$ cat src/hw/rtl/mrr_pkg.sv
// ----------------------------------------------------------------------------
// mrr_pkg: shared constants and types for the Miller-Rabin round block
// Holds the default operand width and the sequencer state encoding.
// ----------------------------------------------------------------------------
package mrr_pkg;

  localparam int unsigned NumberBitsDef = 32;
  localparam int unsigned RandomBits    = 31;

  typedef enum logic [3:0] {
    StIdle,
    StRed,
    StRedRun,
    StFindD,
    StPowSq,
    StPowMul,
    StMulRun,
    StCheck,
    StLoopSq,
    StLoopChk,
    StDone
  } mrr_state_e;

endpackage

$ cat src/hw/rtl/mrr_modmul.sv
// ----------------------------------------------------------------------------
// mrr_modmul: bit-serial modular multiplier
// Computes (a * b) mod n one multiplier bit per cycle, MSB first, with the
// running sum kept below n by two conditional subtractions per step.
// ----------------------------------------------------------------------------
module mrr_modmul #(
  parameter int unsigned W = 32
) (
  input  logic         clk_i,
  input  logic         rst_ni,
  input  logic         start_i,
  input  logic [W-1:0] a_i,
  input  logic [W-1:0] b_i,
  input  logic [W-1:0] n_i,
  output logic         done_o,
  output logic [W-1:0] p_o
);
  localparam int unsigned CW = $clog2(W + 1);

  logic [W-1:0]  acc_q, acc_d;
  logic [W-1:0]  b_q, b_d;
  logic [CW-1:0] cnt_q, cnt_d;
  logic          run_q, run_d;
  logic          done_q, done_d;
  logic [W+1:0]  s0, s1, s2;

  always_comb begin
    s0 = {1'b0, acc_q, 1'b0};
    if (s0 >= {2'b0, n_i}) s0 = s0 - {2'b0, n_i};
    s1 = s0 + (b_q[W-1] ? {2'b0, a_i} : '0);
    s2 = s1;
    if (s2 >= {2'b0, n_i}) s2 = s2 - {2'b0, n_i};
  end

  always_comb begin
    acc_d  = acc_q;
    b_d    = b_q;
    cnt_d  = cnt_q;
    run_d  = run_q;
    done_d = 1'b0;
    if (start_i) begin
      acc_d = '0;
      b_d   = b_i;
      cnt_d = CW'(W);
      run_d = 1'b1;
    end else if (run_q) begin
      acc_d = s2[W-1:0];
      b_d   = {b_q[W-2:0], 1'b0};
      cnt_d = cnt_q - 1'b1;
      if (cnt_q == CW'(1)) begin
        run_d  = 1'b0;
        done_d = 1'b1;
      end
    end
  end

  always_ff @(posedge clk_i or negedge rst_ni) begin
    if (!rst_ni) begin
      run_q  <= 1'b0;
      done_q <= 1'b0;
      cnt_q  <= '0;
    end else begin
      run_q  <= run_d;
      done_q <= done_d;
      cnt_q  <= cnt_d;
    end
  end

  always_ff @(posedge clk_i) begin
    acc_q <= acc_d;
    b_q   <= b_d;
  end

  assign done_o = done_q;
  assign p_o    = acc_q;
endmodule

$ cat src/hw/rtl/mrr_modred.sv
// ----------------------------------------------------------------------------
// mrr_modred: bit-serial remainder
// Computes r mod m by restoring division, one dividend bit per cycle.
// ----------------------------------------------------------------------------
module mrr_modred #(
  parameter int unsigned W  = 32,
  parameter int unsigned RW = 31
) (
  input  logic          clk_i,
  input  logic          rst_ni,
  input  logic          start_i,
  input  logic [RW-1:0] r_i,
  input  logic [W-1:0]  m_i,
  output logic          done_o,
  output logic [W-1:0]  rem_o
);
  localparam int unsigned CW = $clog2(RW + 1);

  logic [W-1:0]  rem_q, rem_d;
  logic [RW-1:0] r_q, r_d;
  logic [CW-1:0] cnt_q, cnt_d;
  logic          run_q, run_d;
  logic          done_q, done_d;
  logic [W:0]    t;

  always_comb begin
    t = {rem_q, r_q[RW-1]};
    if (t >= {1'b0, m_i}) t = t - {1'b0, m_i};
  end

  always_comb begin
    rem_d  = rem_q;
    r_d    = r_q;
    cnt_d  = cnt_q;
    run_d  = run_q;
    done_d = 1'b0;
    if (start_i) begin
      rem_d = '0;
      r_d   = r_i;
      cnt_d = CW'(RW);
      run_d = 1'b1;
    end else if (run_q) begin
      rem_d = t[W-1:0];
      r_d   = {r_q[RW-2:0], 1'b0};
      cnt_d = cnt_q - 1'b1;
      if (cnt_q == CW'(1)) begin
        run_d  = 1'b0;
        done_d = 1'b1;
      end
    end
  end

  always_ff @(posedge clk_i or negedge rst_ni) begin
    if (!rst_ni) begin
      run_q  <= 1'b0;
      done_q <= 1'b0;
      cnt_q  <= '0;
    end else begin
      run_q  <= run_d;
      done_q <= done_d;
      cnt_q  <= cnt_d;
    end
  end

  always_ff @(posedge clk_i) begin
    rem_q <= rem_d;
    r_q   <= r_d;
  end

  assign done_o = done_q;
  assign rem_o  = rem_q;
endmodule

$ cat src/hw/rtl/miller_rabin_round_top.sv
// ----------------------------------------------------------------------------
// miller_rabin_round_top: one Miller-Rabin round on a 32-bit candidate
// Sequencer around a bit-serial modular multiplier and a serial remainder unit.
// ----------------------------------------------------------------------------
// Usage: drive candidate_i and random_value_i and pulse start_i while busy_o
// is low; the request is taken at that edge and busy_o rises the next cycle.
// When the round ends, done_o is high for exactly one cycle with
// probable_prime_o valid, and busy_o falls in the same cycle so a new request
// can be issued right away. The receiver cannot stall the block.
// Sequence: trivial candidates (0 to 4 and even numbers) are settled in StRed
// and go straight to StDone. Odd candidates run the witness reduction, then
// StFindD strips one trailing zero of n-1 per step before the modular
// exponentiation starts. With W as NUMBER_BITS, square-and-multiply uses up
// to 2W products and the squaring loop up to s-1 more, all of them on the
// single shared serial multiplier.
// One request is in flight at a time. Reset returns the sequencer to idle
// and drops busy_o and done_o; no result is pending after reset.
// ----------------------------------------------------------------------------
module miller_rabin_round_top #(
  parameter int unsigned NUMBER_BITS = mrr_pkg::NumberBitsDef
) (
  input  logic                         clk_i,
  input  logic                         rst_ni,
  input  logic                         start_i,
  output logic                         busy_o,
  input  logic [NUMBER_BITS-1:0]       candidate_i,
  input  logic [mrr_pkg::RandomBits-1:0] random_value_i,
  output logic                         done_o,
  output logic                         probable_prime_o
);
  import mrr_pkg::*;

  localparam int unsigned W  = NUMBER_BITS;
  localparam int unsigned IW = $clog2(W);

  mrr_state_e st_q, st_d;
  logic [W-1:0]  n_q, n_d, d_q, d_d, x_q, x_d, a_q, a_d;
  logic [RandomBits-1:0] r_q, r_d;
  logic [IW-1:0] idx_q, idx_d;
  logic [IW-1:0] s_q, s_d;
  logic          res_q, res_d;
  logic          done_q, done_d;

  logic          mul_start, mul_done, red_start, red_done;
  logic [W-1:0]  mul_a, mul_b, mul_p, red_rem, nm1;
  logic          pow_mul_pend_q, pow_mul_pend_d;

  assign nm1 = n_q - W'(1);

  mrr_modmul #(.W(W)) u_mul (
    .clk_i, .rst_ni, .start_i(mul_start), .a_i(mul_a), .b_i(mul_b),
    .n_i(n_q), .done_o(mul_done), .p_o(mul_p)
  );

  mrr_modred #(.W(W), .RW(RandomBits)) u_red (
    .clk_i, .rst_ni, .start_i(red_start), .r_i(r_q), .m_i(n_q - W'(4)),
    .done_o(red_done), .rem_o(red_rem)
  );

  // Exponent bits are scanned from the top: x = x^2, then x = x*a if bit set.
  always_comb begin
    st_d = st_q; n_d = n_q; d_d = d_q; x_d = x_q; a_d = a_q; r_d = r_q;
    idx_d = idx_q; s_d = s_q; res_d = res_q; done_d = 1'b0;
    pow_mul_pend_d = pow_mul_pend_q;
    mul_start = 1'b0; red_start = 1'b0;
    mul_a = x_q; mul_b = x_q;
    unique case (st_q)
      StIdle: begin
        if (start_i) begin
          n_d = candidate_i; r_d = random_value_i;
          st_d = StRed;
        end
      end
      StRed: begin
        if (n_q == W'(0) || n_q == W'(1) || n_q == W'(4)) begin
          res_d = 1'b0; st_d = StDone;
        end else if (n_q == W'(2) || n_q == W'(3)) begin
          res_d = 1'b1; st_d = StDone;
        end else if (!n_q[0]) begin
          res_d = 1'b0; st_d = StDone;
        end else begin
          red_start = 1'b1; d_d = nm1; s_d = '0; st_d = StRedRun;
        end
      end
      StRedRun: begin
        if (red_done) begin
          a_d = red_rem + W'(2);
          st_d = StFindD;
        end
      end
      StFindD: begin
        if (!d_q[0]) begin
          d_d = {1'b0, d_q[W-1:1]}; s_d = s_q + 1'b1;
        end else begin
          x_d = W'(1); idx_d = IW'(W - 1); st_d = StPowSq;
        end
      end
      StPowSq: begin
        mul_start = 1'b1; pow_mul_pend_d = 1'b0; st_d = StMulRun;
      end
      StPowMul: begin
        mul_a = x_q; mul_b = a_q; mul_start = 1'b1;
        pow_mul_pend_d = 1'b1; st_d = StMulRun;
      end
      StMulRun: begin
        mul_a = pow_mul_pend_q ? x_q : x_q;
        mul_b = pow_mul_pend_q ? a_q : x_q;
        if (mul_done) begin
          x_d = mul_p;
          if (!pow_mul_pend_q && d_q[idx_q]) begin
            st_d = StPowMul;
          end else if (idx_q == '0) begin
            st_d = StCheck;
          end else begin
            idx_d = idx_q - 1'b1; st_d = StPowSq;
          end
        end
      end
      StCheck: begin
        if (x_q == W'(1) || x_q == nm1) begin
          res_d = 1'b1; st_d = StDone;
        end else if (s_q <= IW'(1)) begin
          res_d = 1'b0; st_d = StDone;
        end else begin
          s_d = s_q - 1'b1; mul_start = 1'b1; st_d = StLoopSq;
        end
      end
      StLoopSq: begin
        if (mul_done) begin
          x_d = mul_p; st_d = StLoopChk;
        end
      end
      StLoopChk: begin
        if (x_q == W'(1)) begin
          res_d = 1'b0; st_d = StDone;
        end else if (x_q == nm1) begin
          res_d = 1'b1; st_d = StDone;
        end else if (s_q <= IW'(1)) begin
          res_d = 1'b0; st_d = StDone;
        end else begin
          s_d = s_q - 1'b1; mul_start = 1'b1; st_d = StLoopSq;
        end
      end
      StDone: begin
        done_d = 1'b1; st_d = StIdle;
      end
      default: st_d = StIdle;
    endcase
  end

  always_ff @(posedge clk_i or negedge rst_ni) begin
    if (!rst_ni) begin
      st_q <= StIdle;
      done_q <= 1'b0;
    end else begin
      st_q <= st_d;
      done_q <= done_d;
    end
  end

  always_ff @(posedge clk_i) begin
    n_q <= n_d; d_q <= d_d; x_q <= x_d; a_q <= a_d; r_q <= r_d;
    idx_q <= idx_d; s_q <= s_d; res_q <= res_d;
    pow_mul_pend_q <= pow_mul_pend_d;
  end

  assign busy_o           = (st_q != StIdle);
  assign done_o           = done_q;
  assign probable_prime_o = res_q;

  // A result strobe always follows the final state.
  a_done_follows: assert property (@(posedge clk_i) disable iff (!rst_ni)
    (st_q == StDone) |=> done_o) else $error("missing result strobe");
  // The block is idle in the cycle that carries a result.
  a_done_idle: assert property (@(posedge clk_i) disable iff (!rst_ni)
    done_o |-> !busy_o) else $error("result while busy");
  // The multiplier is never restarted while it finishes a product.
  a_mul_excl: assert property (@(posedge clk_i) disable iff (!rst_ni)
    mul_start |-> !mul_done) else $error("multiplier overlap");
endmodule
$ cat config.mk
export PLATFORM = sky130hd
export DESIGN_NAME = miller_rabin_round_top
export DESIGN_NICKNAME = d
export VERILOG_FILES = /design/src/hw/rtl/mrr_pkg.sv /design/src/hw/rtl/mrr_modmul.sv /design/src/hw/rtl/mrr_modred.sv /design/src/hw/rtl/miller_rabin_round_top.sv
export SDC_FILE = /design/constraint.sdc
export NUM_CORES = 1
export LEC_CHECK = 0
export BUFFER_PORTS_ARGS = -buffer_cell sky130_fd_sc_hd__buf_4
export CORE_MARGIN = 2
export CORE_UTILIZATION = 38
export CTS_BUF_LIST = sky130_fd_sc_hd__clkbuf_4
export DETAILED_ROUTE_END_ITERATION = 10
export PLACE_DENSITY = 0.63
export SLEW_MARGIN = 20
export SYNTH_ARGS = -nofsm -noshare
export SYNTH_HDL_FRONTEND = slang
export SYNTH_SLANG_ARGS = --single-unit
$ cat constraint.sdc
create_clock -name clk_i -period 11.1 [get_ports clk_i]
set_clock_uncertainty 0.2 [all_clocks]
set_input_delay 3.33 -clock clk_i [delete_from_list [all_inputs] [get_ports clk_i]]
set_output_delay 3.33 -clock clk_i [all_outputs]
set_load 0.01 [all_outputs]
==> run summary <==
Status: completed
Seq/Total Area, Yosys: 0.388
Synth area leaders: edfxtp_1 (31%), ha_1 (8.0%), xnor2_1 (6.7%), dfxtp_1 (5.6%), a21oi_1 (5.1%)
Clk sinks: 318
Die area: 61700 um2
Overflow after GRT: 0
Most numerous cell in the Yosys netlist: nand2_1
CP startpoint kind: flip-flop
Fin nets: 2730
Synthesis-to-finish area growth: 10.8%
RePlAce Congestion: 0.981
CP arrival: 10150 ps
Worst-path clk slew: 70 ps
Setup TNS: 0 ps
Distinct cell type count after synthesis: 86
Hold Crit Class: flip-flop to flip-flop
CTS Buf Count: 92
YS warnings: 0
Post-synth ARST share: 0.0629
Commonest cells in the synthesized netlist: nand2_1 (235), edfxtp_1 (234), a21oi_1 (233), nor2_1 (229), xnor2_1 (173)
Crit-path max cell delay: 680 ps
Wire per inst: 20.5 um
Combinational share of power: 0.009
Total power: 2.44 mW
Clock share of power: 0.472
Vias in the first global route: 18.3k
DP HPWL: 52300 um
Number of gates resized after CTS: 0
Share of layout cells above drive strength 1: 0.120
Initial antenna violation count: 3
Slew Limit Fails: 0
CP Capture Type: flip-flop
Crit path required time: 11650 ps
Vias: 19.0k
Mapped Avg Cell Area: 9.31 um2
Row count: 89
Max clock buf depth: 3
Cells on worst reg2reg path: 32
H-tree levels: 3
Syn Inst Count: 2440
Largest net degree at the start of global routing: 72
Sw frac: 0.243
Fin crit period: 9600 ps
Lkg Pwr: 9.65 nW
CTS tree: done
Drt via density: 5.65
Critical path depth: 32
Slew @ Worst Pin: 1150 ps
Post-route ant nets: 0
Pint: 1.84 mW
Register share of total power: 0.518
CP bufs+invs: 2
Max transition margin: 0.225
Die Wd: 248 um
Starting Density: 0.385
RSZ-0062 raised after global routing: false
Skew-Pair Late Insertion Delay: 880 ps
Final wirelength: 69000 um
Post-CTS Setup Bufs: 0
Die Ht: 248 um
Number of DRC markers in iteration 0: 1634
EDFF count, synth: 234
Ports: 69
CP delay by family, top: compound AO/OA/AOI/OAI gates
Post-Syn Area: 22700 um2
Total GRT Usage: 0.218
Hold_buf cts: 0
Port Buffer Count: 68
PwrDens: 96.9 nW/um2
Crit path max-delay cell type: nor4bb_1
Total core area: 59000 um2
Peak supply drop: 65.3 uV
First-pass GRT wire length: 106000 um
Yosys reg bits: 318
Max_cap viols: 0
Final period util: 0.865
Syn nets: 2655
Top cell type's share of synthesized area: 0.309
Worst-path maximum fanout: 47
Final setup violation count: 0
Peak Freq: 0.104 GHz
Clock root buffer: clkbuf_4
TritonRoute pass-1 iters: 7
Area leader, netlist: edfxtp_1
Critical path class: flip-flop to flip-flop
Dominant synthesized flop cell: edfxtp_1
Post-route DRC: 0
Switching power: 593 uW
Fin. Hold Viols: 0
Worst hold stages: 2
-- state kept, by name, summed over array words and instances, names as in the netlist --
register          flops
d_q                  32
pow_mul_pend_q        1
idx_q                 5
u_red.run_q           1
u_red.rem_o          32
u_mul.p_o            32
s_q                   5
u_mul.done_o          1
a_q                  32
mul_a                32
r_q                  31
u_red.cnt_q           5
u_red.done_o          1
probable_prime_o      1
done_o                1
u_mul.cnt_q           6
n_q                  32
u_mul.b_q            32
u_red.r_q            31
u_mul.run_q           1
st_q                  4
-- routing by layer --
layer	GRT usage	wire length, um	part of all wire
met1	0.295	30700	0.44
met2	0.347	31200	0.45
met4	0.0902	2420	0.035
met5	0	13	0.00019
met3	0.0350	4650	0.067
-- worst reg2reg max path, delay by kind of cell (launching register included) --
family                     cells  cell delay [ps]
AOI/OAI and AO/OA             12             3140
xor gates and xnor gates       1              270
muxes                          2              850
adders and majority gates      3             1110
buffers and inverters          2              610
and+or+nand+nor               12             2720
DFF                            1              580
-- power groups by stage --
stage	logic [mW]	clock network [mW]	registers [mW]
after floorplan	0.0000825	0	1.29
after global placement	0.0227	0	1.29
after detailed placement	0.0230	0	1.29
after CTS	0.0232	1.19	1.26
after global routing	0.0243	1.25	1.26
final	0.0230	1.15	1.26
-- final timing paths --
check	start	endpoint	slack (ps)
worst max-delay path	n_q[2]	u_mul.p_o[0]	1500
max in group asynchronous	rst_ni	u_red.run_q	8290
worst min-delay path	u_red.r_q[16]	u_red.r_q[17]	300
min in group asynchronous	rst_ni	u_mul.cnt_q[5]	2140
worst min register to register	u_red.r_q[16]	u_red.r_q[17]	300
worst max register to register	n_q[2]	u_mul.p_o[0]	1500
-- cells in the final DEF, fill, tap and decap left out, drive strengths merged, types with 17 or more instances in the layout --
| master | count |
|---|---|
| nor2 | 229 |
| a21oi | 233 |
| and2 | 74 |
| nor4 | 26 |
| nor3 | 41 |
| nand3 | 45 |
| edfxtp | 234 |
| inv | 87 |
| xnor2 | 173 |
| nor2b | 24 |
| mux2 | 17 |
| a21o | 63 |
| nand3b | 36 |
| buf | 85 |
| mux2i | 63 |
| xor2 | 59 |
| dfxtp | 64 |
| ha | 145 |
| clkinv | 35 |
| nand2b | 29 |
| a211oi | 42 |
| o21bai | 24 |
| clkbuf | 134 |
| dfrtp | 20 |
| nand4 | 33 |
| o21ai | 123 |
| and3 | 24 |
| nand2 | 236 |
-- stage by stage --
stage	setup slack (ps)	util	std cells	instance area [um2]	hold WS, ps
4_1_cts	1770	0.425	3364	25100	307
3_3_place_gp	1980	0.405	3192	23900	299
6_report	1500	0.426	3367	25100	297
5_1_grt	1090	0.426	3367	25100	317
3_5_place_dp	1820	0.405	3192	23900	296
2_1_floorplan	2950	-	2440	22700	269
-- area by class of cell --
type	count	area (um2)
fillers	5904	33900
clock buffers	134	1010
well taps	773	967
diodes	1	2.50
inverters	84	315
flip-flops and latches	318	8810
multi-input cells	1934	13200
repair buffers	85	663
clock inverters	38	200
-- kinds of logic after synthesis --
| group | after synthesis | share of synthesized area |
|---|---|---|
| buffers and inverters | 188 | 0.0339 |
| AOI/OAI and AO/OA | 616 | 0.175 |
| xor gates and xnor gates | 232 | 0.0895 |
| muxes | 90 | 0.0461 |
| adders and majority gates | 149 | 0.0834 |
| DFF | 318 | 0.388 |
| and+or+nand+nor | 847 | 0.184 |
(Power assumes the default switching activity.)
